### src/rtl/glc_pkg.sv
package glc_pkg;

  localparam int TABLE_ENTRIES = 4096;
  localparam int ADDR_W = $clog2(TABLE_ENTRIES);
  localparam int PAIR_W = 20;
  localparam logic [11:0] TOP_CODE_LIMIT = 12'd4095;
  localparam logic [3:0] MAX_WIDTH = 4'd12;
  localparam logic [3:0] RESET_SIZE = 4'd8;

  typedef enum logic [2:0] {
    OP_NONE    = 3'd0,
    OP_PUT     = 3'd1,
    OP_DRAIN   = 3'd2,
    OP_FLUSH   = 3'd3,
    OP_RESTART = 3'd4
  } pack_op_t;

  typedef struct packed {
    pack_op_t    op;
    logic [11:0] code;
    logic [3:0]  width;
  } pack_cmd_t;

  function automatic logic [3:0] eff_size(input logic [3:0] v);
    if (v < 4'd2) return 4'd2;
    if (v > 4'd8) return 4'd8;
    return v;
  endfunction

endpackage

### src/rtl/glc_bit_packer.sv
module glc_bit_packer (
  input  logic               clk,
  input  logic               rst,
  input  glc_pkg::pack_cmd_t cmd,
  output logic               busy,
  output logic               out_valid,
  input  logic               out_ready,
  output logic [7:0]         code_byte,
  output logic               stream_end
);

  typedef enum logic [2:0] {
    M_IDLE  = 3'b001,
    M_DRAIN = 3'b010,
    M_FLUSH = 3'b100
  } mode_t;

  mode_t       mode;
  logic [31:0] acc;
  logic [4:0]  cnt;
  logic        slot_free;
  logic        emit;

  assign slot_free = !out_valid || out_ready;
  assign busy = (mode != M_IDLE);
  assign emit = slot_free && ((mode == M_DRAIN && cnt >= 5'd8) ||
                              (mode == M_FLUSH && cnt != 5'd0));

  always_ff @(posedge clk) begin
    if (rst) begin
      mode      <= M_IDLE;
      acc       <= 32'd1 << glc_pkg::RESET_SIZE;
      cnt       <= 5'({1'b0, glc_pkg::RESET_SIZE} + 5'd1);
      out_valid <= 1'b0;
    end else begin
      out_valid <= emit || (out_valid && !out_ready);
      case (mode)
        M_IDLE: begin
          case (cmd.op)
            glc_pkg::OP_PUT: begin
              acc <= acc | (32'(cmd.code) << cnt);
              cnt <= cnt + {1'b0, cmd.width};
            end
            glc_pkg::OP_DRAIN:   mode <= M_DRAIN;
            glc_pkg::OP_FLUSH:   mode <= M_FLUSH;
            glc_pkg::OP_RESTART: begin
              acc <= 32'(cmd.code);
              cnt <= {1'b0, cmd.width};
            end
            default: ;
          endcase
        end
        M_DRAIN: begin
          if (cnt < 5'd8) begin
            mode <= M_IDLE;
          end else if (slot_free) begin
            code_byte  <= acc[7:0];
            stream_end <= 1'b0;
            acc        <= acc >> 8;
            cnt        <= cnt - 5'd8;
          end
        end
        M_FLUSH: begin
          if (cnt == 5'd0) begin
            mode <= M_IDLE;
          end else if (slot_free) begin
            code_byte  <= acc[7:0];
            stream_end <= (cnt <= 5'd8);
            acc        <= acc >> 8;
            cnt        <= (cnt > 5'd8) ? cnt - 5'd8 : 5'd0;
          end
        end
        default: mode <= M_IDLE;
      endcase
    end
  end

`ifndef NO_ASSERTIONS
  a_drain_leaves_partial: assert property (@(posedge clk) disable iff (rst)
    (mode == M_DRAIN && cnt < 5'd8) |=> (mode == M_IDLE && cnt < 5'd8))
    else $error("drain left a full byte");
  a_flush_empties: assert property (@(posedge clk) disable iff (rst)
    (mode == M_FLUSH && cnt == 5'd0) |=> mode == M_IDLE)
    else $error("flush did not finish");
  a_end_on_last: assert property (@(posedge clk) disable iff (rst)
    (mode == M_FLUSH && slot_free && cnt != 5'd0 && cnt <= 5'd8) |=> stream_end)
    else $error("final byte not marked");
`endif

endmodule
### config.mk
export PLATFORM = sky130hd
export DESIGN_NAME = glc_bit_packer
export DESIGN_NICKNAME = d
export VERILOG_FILES = /design/src/rtl/glc_pkg.sv /design/src/rtl/glc_bit_packer.sv
export SDC_FILE = /design/constraint.sdc
export NUM_CORES = 1
export LEC_CHECK = 0
export BUFFER_PORTS_ARGS = -buffer_cell sky130_fd_sc_hd__buf_2
export CELL_PAD_IN_SITES_DETAIL_PLACEMENT = 0
export CELL_PAD_IN_SITES_GLOBAL_PLACEMENT = 1
export CORE_MARGIN = 2
export CORE_UTILIZATION = 47
export CTS_BUF_LIST = sky130_fd_sc_hd__clkbuf_2 sky130_fd_sc_hd__clkbuf_4 sky130_fd_sc_hd__clkbuf_8
export DETAILED_ROUTE_END_ITERATION = 12
export GPL_TIMING_DRIVEN = 0
export HOLD_SLACK_MARGIN = 0.12
export PLACE_DENSITY_LB_ADDON = 0.25
export SYNTH_ARGS = -nofsm -noshare
export SYNTH_HDL_FRONTEND = slang
export SYNTH_SLANG_ARGS = --single-unit
### constraint.sdc
create_clock -name clk -period 3.21 [get_ports clk]
set_clock_uncertainty 0.2 [all_clocks]
set_input_delay 0.4815 -clock clk [delete_from_list [all_inputs] [get_ports clk]]
set_output_delay 0.4815 -clock clk [all_outputs]
set_load 0.01 [all_outputs]
# Word-level counts from Yosys, hierarchy flattened
# Cells that the tools add are included.
[word_totals] regBits=50 in_bits=22 out_inout_bits=11
[classes] addsub=2 magnitude_cmp=4 n_eq_ne=16 n_shift=1 muxes=25 bitwise_logic=2 n_reduce_logical=18
[ops] operator="32-bit 2-to-1 mux" count=3
[ops] operator="32-bit case mux with 3 select lines" count=1
[ops] operator="32-bit case mux with 2 select lines" count=1
[ops] operator="32-bit bitwise OR" count=1
[ops] operator="12-bit by 5-bit << shifter with 32-bit output" count=1
[ops] operator="5-bit 2-to-1 mux" count=5
[ops] operator="8-bit 2-to-1 mux" count=3
[ops] operator="8-bit case mux with 2 select lines" count=1
[ops] operator="5-bit case mux with 3 select lines" count=1
[ops] operator="6-bit AND reduction" count=2
[ops] operator="5-bit case mux with 2 select lines" count=1
[ops] operator="3-bit by 2-bit == test with 1-bit output (second input constant)" count=3
[ops] operator="3-bit by 1-bit != test with 1-bit output (second input constant)" count=3
[ops] operator="3-bit case mux with 3 select lines" count=1
[ops] operator="2-bit != test (second input constant)" count=4
[ops] operator="4-bit AND reduction" count=2
[ops] operator="3-bit by 1-bit == test with 1-bit output (second input constant)" count=2
[ops] operator="3-bit == test (second input constant)" count=2
[ops] operator="3-bit 2-to-1 mux" count=2
[ops] operator="3-bit case mux with 2 select lines" count=1
[ops] operator="5-bit by 4-bit adder with 5-bit output" count=1
[ops] operator="5-bit by 4-bit >= comparator with 1-bit output (second input constant)" count=1
[ops] operator="5-bit by 4-bit greater-than comparator with 1-bit output (second input constant)" count=1
[ops] operator="5-bit by 4-bit <= comparator with 1-bit output (second input constant)" count=1
[ops] operator="other kinds (14)" count=24

# Logic depth before layout (Yosys ltp)
# Gate-level depths: netlist of run 1.
[logic_depth] word_depth=5 depth_mapped=9 depth_no_buf=8

# Worst setup path after synthesis of run 1
# Ideal clock, no wire load.
[synth_timing] kind="register -> register" startpoint="register cnt[4]" endpoint="register code_byte[0] (enable)" t_arrival_ns=2.096 required_time_ns=2.627 setup_slack_ns=0.531 stages_incl_launch_ff=7 path_cell_list="dfxtp_1 clkbuf_1 inv_1 ha_1 nor4bb_1 a31o_2 nor3_1"
[synth_between] elab_chain_cells=3 word_cells_on_any_way=5 cone_classes="order compare (1); eq/ne (2); reduce/logical (2)"
[synth_rtl] item="start, declared" line_no="glc_bit_packer.sv:20" rtl="logic [4:0] cnt;"
[synth_rtl] item="start signal, assigned" line_no="glc_bit_packer.sv:33" rtl="cnt <= 5'({1'b0, glc_pkg::RESET_SIZE} + 5'd1);"
[synth_rtl] item="start signal, assigned" line_no="glc_bit_packer.sv:42" rtl="cnt <= cnt + {1'b0, cmd.width};"
[synth_rtl] item="start signal, assigned" line_no="glc_bit_packer.sv:48" rtl="cnt <= {1'b0, cmd.width};"
[synth_rtl] item="5-bit by 4-bit < comparator with 1-bit output or 5-bit zero test (tied branches)" line_no="glc_bit_packer.sv:54, glc_bit_packer.sv:64"
[synth_rtl] item="2-bit != test (no line)"
[synth_rtl] item="4-bit AND reduction (no line) (*)"
[synth_rtl] item="end signal, assigned" line_no="glc_bit_packer.sv:57" rtl="code_byte <= acc[7:0];"
[synth_rtl] item="end signal, assigned" line_no="glc_bit_packer.sv:67" rtl="code_byte <= acc[7:0];"
[synth_rtl] item="end, declared" line_no="glc_bit_packer.sv:8" rtl="output logic [7:0] code_byte,"
# Mark *: on every way between the ends. The rest lies on a longest branch, timed or not.
# A chain may end at the register's enable or synchronous reset.

# Worst setup path after layout of run 1
[layout_timing] startpoint="register cnt[4]" endpoint="register acc[11]"
[layout_between] elab_chain_cells=4 word_cells_on_any_way=9 cone_classes="order compare (1); eq/ne (2); shift (1); mux (2); bitwise (1); reduce/logical (2)"
[layout_rtl] item="12-bit by 5-bit << shifter with 32-bit output" line_no="glc_bit_packer.sv:41" rtl="acc <= acc | (32'(cmd.code) << cnt);"
[layout_rtl] item="32-bit bitwise OR" line_no="glc_bit_packer.sv:41"
[layout_rtl] item="32-bit case mux with 2 select lines" line_no="glc_bit_packer.sv:39" rtl="case (cmd.op)"
[layout_rtl] item="32-bit case mux with 3 select lines" line_no="glc_bit_packer.sv:37" rtl="case (mode)"
[layout_rtl] item="end signal, assigned" line_no="glc_bit_packer.sv:32" rtl="acc <= 32'd1 << glc_pkg::RESET_SIZE;"
[layout_rtl] item="end signal, assigned" line_no="glc_bit_packer.sv:41"
[layout_rtl] item="end signal, assigned" line_no="glc_bit_packer.sv:47" rtl="acc <= 32'(cmd.code);"
[layout_rtl] item="end, declared" line_no="glc_bit_packer.sv:19" rtl="logic [31:0] acc;"
# Parallel ways exist; a longest one is shown, timed or not.

==> summary.md, run 1 <==
| Metric | Value |
|---|---|
| Initial antenna violation count | `0` |
| Hold Crit Class | `reg -> reg` |
| GR Util met3 | `3.429%` |
| Hold Crit Depth | `0` |
| CTS tree | `built` |
| Synth Warn # | `0` |
| Worst R2R Path Depth | `9` |
| Critical Path Source | `cnt[4]$_SDFFE_PP0P_` |
| Routed Wire Length | `9148 um` |
| Diode count | `0` |
| Vias in the first global route | `~2800` |
| GR peak layer | `met1` |
| Die Footprint | `0.007488 mm^2` |
| Most frequent cells in the layout | `dfxtp_1 (41), buf_2 (39), a21oi_1 (25)` |
| First-pass detailed-route iteration total | `5` |
| Setup TNS | `0 ps` |
| CP Class | `reg -> reg` |
| Std-Cell Rows | `30` |
| Worst slew pin tran | `between 1000 and 1500 ps` |
| Worst EP required | `3200 ps` |
| Cell count after synthesis | `between 300 and 400` |
| Peak supply drop | `around 0.00019 V` |
| Crit share post-route | `between 90% and 100%` |
| Outcome | `completed` |
| Max Buffers Root-to-Sink | `2` |
| Final hold vios | `0` |
| Most common cell after layout, fill and taps aside | `dfxtp_1` |
| Setup-failing EPs final | `0` |
| Nets | `slightly above 400` |
| Initial core utilization | `around 48%` |
| Share of synthesized registers carrying an async set or reset | `0%` |
| Die width | `just under 90 um` |
| Crit start category | `flop` |
| Minimum clock period | `2955 ps` |
| Wire per inst | `between 15 and 20 um` |
| Synth area leader | `dfxtp_1` |
| Total track usage | `around a quarter` |
| HPWL Detailed | `about 6700 um` |
| Fin cells | `between 400 and 500` |
| Num CTS Buffers | `5` |
| H-tree depth | `2` |
| GR Util met1 | `a little under two fifths` |
| Fmax achieved | `338.4 MHz` |
| Die height | `just under 90 um` |
| Vias per Instance | `approximately 6.4` |
| Post-synth EDFFs | `9` |
| Layout cells sized above 1 | `around 22%` |
| Leakage | `about 1.4 nW` |
| DRT iter0 DRCs | `around 260` |
| CTS Hold Bufs | `0` |
| Max-cap violations | `0` |
| GPL Wtd Cong | `0.9211` |
| Post-synth top flop | `dfxtp_1` |
| FF+latch count, synth | `50` |
| Fin worst setup slack | `255.3 ps` |
| Clk sink count | `50` |
| Worst r2r src | `cnt[4]$_SDFFE_PP0P_` |
| Largest net degree at the start of global routing | `18` |
| Post-synthesis area per instance | `9.335 um^2` |
| First-pass GRT wire length | `around 15000 um` |
| Post-Syn Nets | `373` |
| Area share of the largest cell type after synthesis | `between 20% and 30%` |
| Final slew viol count | `0` |
| Crit Path Max Fanout | `10` |
| Port Buffer Count | `32` |
| P&R area growth vs syn | `11.68%` |
| CTS root buf | `clkbuf_8` |
| Vias post-DR | `2978` |
| Post-synth cell types | `60` |
| Clock latency on the worst-skew pair | `310 ps` |
| # DRC | `0` |
| Endpoint type of the worst setup path | `flop` |
| Post-CTS Repair Setup Buffers | `0` |
| Max transition margin | `between 10% and 20%` |
| Post-place setup slack | `-182.0 ps` |
| Arrival time at the worst endpoint | `approximately 3000 ps` |
| Hold WS | `242.6 ps` |
| Io pins | `33` |
| Met2 Use GR | `37.69%` |
| Top post-synthesis cells by area | `dfxtp_1 (26%), edfxtp_1 (8.4%), mux4_2 (7.0%), a221o_1 (5.3%), mux2_2 (4.2%)` |
| Cell Pwr Density | `~480 mW/mm^2` |
| Core area | `roughly 0.0067 mm^2` |
| Min-delay src | `acc[4]$_SDFFE_PP0P_` |
| RSZ-0062 raised after global routing | `false` |
| Post-detailed-route count of antenna-violating nets | `0` |
| Post-Syn Area | `0.003202 mm^2` |
| Part of the Yosys area used for sequential elements | `about 34%` |
| DP Cell Count | `between 400 and 500` |
| Worst-path clk slew | `roughly 100 ps` |
| Remaining global-route overflow | `0` |
==> area by class of cell <==
| class | count | area (um^2) |
|---|---|---|
| Timing Repair Buffer | 32 | 160.2 |
| Inverter | 15 | 56.30 |
| Clock buffer | 5 | 68.82 |
| Fill cell | 659 | 3105 |
| Buffer | 24 | 108.9 |
| Multi-Input combinational cell | 254 | 1967 |
| Tap cell | 80 | 100.1 |
| Clock inverter | 3 | 23.77 |
| Sequential cell | 50 | 1091 |
==> state kept, by name, summed over array words and instances (netlist names) <==
| name | cells |
|---|---|
| out_valid | 1 |
| mode | 3 |
| cnt | 5 |
| code_byte | 8 |
| stream_end | 1 |
| acc | 32 |
==> worst paths after layout <==
check                            to  slack (ps)
max            acc[11]$_SDFFE_PP0P_         260
max reg2reg    acc[11]$_SDFFE_PP0P_         260
min reg2reg  code_byte[4]$_DFFE_PP_         240
min          code_byte[4]$_DFFE_PP_         240
==> Yosys cell counts (3+ instances only) <==
master and instances:
xnor2_1 3, a221o_1 17, mux4_2 10, edfxtp_1 9, mux2i_1 7, a22oi_1 5, a21oi_1 25, inv_2 3
nor2b_1 5, and2_1 4, nand3_1 4, ha_1 7, a21o_1 6, o2bb2ai_1 7, o21ai_0 16, nand2b_1 5
dfxtp_1 41, nand2_1 24, buf_2 7, mux2_2 12, a211oi_1 3, a221oi_1 5, nor3_1 10, inv_1 12
o211ai_1 8, a31oi_1 4, clkbuf_1 14, o32ai_1 6, nor3b_1 4, nor2_1 24
==> per-stage QoR <==
stage | total power, W | instance area [um^2] | util (%)
after CTS | 0.001712 | 3561 | 53.30
after detailed placement | 0.001332 | 3462 | 51.82
after global placement | 0.001328 | 3462 | 51.82
after floorplan | 0.001167 | 3202 | -
final | 0.001718 | 3576 | 53.52
after global routing | 0.001807 | 3576 | 53.52
==> cells by family (layout without fill, tap and decap cells) <==
group                    Yosys count  count (layout)  synth area share, %
flip-flops                        50              50                34.08
XOR/XNOR                           4               4                1.094
AND/OR/NAND/NOR                   94              94                15.55
multiplexers                      29              29                13.44
AO/OA/AOI/OAI                    119             119                27.39
buffers and inverters             39              79                5.080
adder cells (fa/ha/maj)            8               8                3.361
==> critical path: stages, from the launching register on <==
cell	delay [ps]
dfxtp_1	370
clkbuf_2	270
inv_1	220
ha_1	300
nor4bb_2	210
a31o_2	280
a21o_1	230
o21ai_0	290
buf_2	320
o32ai_1	140
==> power by group <==
part	internal, W	leakage, nW	switching [W]
Sequential	0.000678	0.419	0.0000271
Clock	0.000156	0.0408	0.000223
Combinational	0.000264	0.891	0.000370
Total	0.00110	1.35	0.000620
==> timing repair <==
action,in CTS,in global routing
gates resized for setup,2,4
pin swaps,0,0
endpoints found under the setup margin,9,33
==> routing by layer <==
layer,wire (um),vias up
li1,-,1400
met1,4338,1412
met2,3952,149
met3,690,17
met4,166,0
met5,0,-
No activity file was read; power rests on OpenSTA's default activity.
==> run 2: changes to the inputs <==
--- a/config.mk
+++ b/config.mk
@@ -8,6 +8,7 @@
 export BUFFER_PORTS_ARGS = -buffer_cell sky130_fd_sc_hd__buf_2
 export CELL_PAD_IN_SITES_DETAIL_PLACEMENT = 0
 export CELL_PAD_IN_SITES_GLOBAL_PLACEMENT = 1
+export CORE_ASPECT_RATIO = 1.5
 export CORE_MARGIN = 2
 export CORE_UTILIZATION = 47
 export CTS_BUF_LIST = sky130_fd_sc_hd__clkbuf_2 sky130_fd_sc_hd__clkbuf_4 sky130_fd_sc_hd__clkbuf_8
==> run 2 against run 1 <==
Clock-buffer cell count stayed put. Sequential power hardly changed. Power is 1.7% higher. Die area is 0.18% higher. Utilization is 1.3 points higher. Sequential share of layout area is 0.064 points lower. Non-clock buffer count stayed put. Setup slack better by 71 ps. Clock power is 6.1% higher. Critical path type unchanged. Largest cell class unchanged. Largest power group unchanged.
==> summary.md, run 2 (same netlist as run 1, synthesis figures left out) <==
| Metric | Value |
|---|---|
| Crit path top cell by count | `clkbuf_2` |
| Biggest regs | `acc (32), code_byte (8), cnt (5)` |
| DRT iter0 DRCs | `270` |
| Initial core utilization | `49.02%` |
| Final hold vios | `0` |
| Vias per Instance | `~6.6` |
| Std-Cell Rows | `36` |
| Slowest stage delay, CP | `around 400 ps` |
| Routed Wire Length | `around 10000 um` |
| Slowest cell on crit path | `nor3_1` |
| CTS root buf | `clkbuf_8` |
| Worst R2R Path Depth | `7` |
| Total track usage | `27.29%` |
| Total Power | `approximately 0.0017 W` |
| Io pins | `33` |
| Crit share post-route | `89.84%` |
| Hold Crit Class | `reg -> reg` |
| CP Class | `reg -> reg` |
| Worst-path clk slew | `roughly 100 ps` |
| Die width | `about 71 um` |
| Outcome | `completed` |
| Setup TNS | `0 ps` |
| CTS tree | `built` |
| DP Cell Count | `451` |
| CTS Hold Bufs | `0` |
| Initial antenna violation count | `0` |
| P&R area growth vs syn | `11.92%` |
| Crit start category | `flop` |
| Fin cells | `between 400 and 500` |
| Diode count | `0` |
| First-pass detailed-route iteration total | `5` |
| Max transition margin | `~30%` |
| Hold Crit Depth | `0` |
| Final slew viol count | `0` |
| Vias post-DR | `3045` |
| Core area | `approximately 0.0065 mm^2` |
| Arrival time at the worst endpoint | `roughly 2700 ps` |
| GPL Wtd Cong | `0.9204` |
| Die height | `105.1 um` |
| Fill cell count | `about 600` |
| Remaining global-route overflow | `0` |
| Worst EP required | `around 3000 ps` |
| Minimum clock period | `between 2000 and 3000 ps` |
| Cell Pwr Density | `roughly 500 mW/mm^2` |
| Max Buffers Root-to-Sink | `2` |
| First-pass GRT wire length | `approximately 16000 um` |
| Setup-failing EPs final | `0` |
| Max-cap violations | `0` |
| Port Buffer Count | `32` |
| Critical path cell sequence | `clkbuf_2 -> inv_1 -> ha_1 -> nor4bb_4 -> a31o_2 -> nor3_1 -> clkbuf_2` |
| Most frequent cells in the layout | `dfxtp_1 (41), buf_2 (39), a21oi_1 (25)` |
| Post-detailed-route count of antenna-violating nets | `0` |
| Endpoint type of the worst setup path | `flop` |
| H-tree depth | `2` |
| Max reg flops | `32` |
| Vias in the first global route | `3043` |
| Largest net degree at the start of global routing | `19` |
| # DRC | `0` |
| Worst slew pin tran | `between 1000 and 1500 ps` |
| Clk sink count | `50` |
| Peak supply drop | `approximately 0.00028 V` |
| Die Footprint | `between 0.007 and 0.008 mm^2` |
| Fmax achieved | `346.8 MHz` |
| Most common cell after layout, fill and taps aside | `dfxtp_1` |
| Nets | `about 410` |
| Leakage | `around 1.4 nW` |
| Largest Register | `acc` |
| Hold WS | `between 200 and 250 ps` |
| Clock latency on the worst-skew pair | `between 300 and 400 ps` |
| Num CTS Buffers | `5` |
| Wire per inst | `21.29 um` |
| RSZ-0062 raised after global routing | `false` |
| Layout cells sized above 1 | `around 23%` |
| Crit Path Max Fanout | `10` |
| HPWL Detailed | `between 7000 and 8000 um` |
-- run 2: critical path, delay by kind of cell, from the launching register on --
| family | cells | cell delay, ps |
|---|---|---|
| AO/OA/AOI/OAI | 1 | 280 |
| AND/OR/NAND/NOR | 2 | 600 |
| flip-flops | 1 | 370 |
| buffers and inverters | 3 | 820 |
| adder cells (fa/ha/maj) | 1 | 300 |
-- run 2: final timing paths --
path                            start                  endpoint  slack, ps
setup / recovery  cnt[4]$_SDFFE_PP0P_  stream_end$_SDFFCE_PN0P_        330
hold / removal    acc[6]$_SDFFE_PP0P_    code_byte[6]$_DFFE_PP_        240
setup reg to reg  cnt[4]$_SDFFE_PP0P_  stream_end$_SDFFCE_PN0P_        330
hold reg to reg   acc[6]$_SDFFE_PP0P_    code_byte[6]$_DFFE_PP_        240
-- run 2: repair_timing --
item | 4_1_cts | 5_1_grt
gates resized for setup | 4 | 5
setup buffers | 0 | 0
endpoints found under the setup margin | 23 | 21
-- run 2: layer usage --
metal | wire length [um] | part of all wire [%] | GRT usage (%)
met3 | 549 | 5.6 | 3.472
met5 | 0 | 0 | 0
met4 | 515 | 5.3 | 14.15
met1 | 3717 | 38 | 32.50
met2 | 4987 | 51 | 46.83
-- run 2: per-stage QoR --
step                      setup slack, ps  utilization, %  instance area [um^2]
after floorplan                     530.8               -                  3202
after global placement             -369.7           52.93                  3457
after detailed placement           -356.6           52.93                  3457
after CTS                           177.1           54.60                  3566
after global routing                86.88           54.87                  3583
final                               326.1           54.87                  3583
-- run 2: where the power goes --
part | total, W | switching, W | internal (W)
Sequential | 0.000706 | 0.0000282 | 0.000678
Combinational | 0.000639 | 0.000373 | 0.000266
Clock | 0.000402 | 0.000241 | 0.000161
Total | 0.00175 | 0.000643 | 0.00111
-- run 2: cell type report --
| type | instances | area, um^2 | share of cell area (%) |
|---|---|---|---|
| well taps | 76 | 95.09 | 2.654 |
| clock inverters | 3 | 26.28 | 0.7332 |
| flip-flops and latches | 50 | 1091 | 30.45 |
| plain buffers | 24 | 110.1 | 3.073 |
| inverters | 15 | 56.30 | 1.571 |
| multi-input cells | 254 | 1976 | 55.13 |
| clock buffers | 5 | 68.82 | 1.920 |
| repair buffers | 32 | 160.2 | 4.469 |
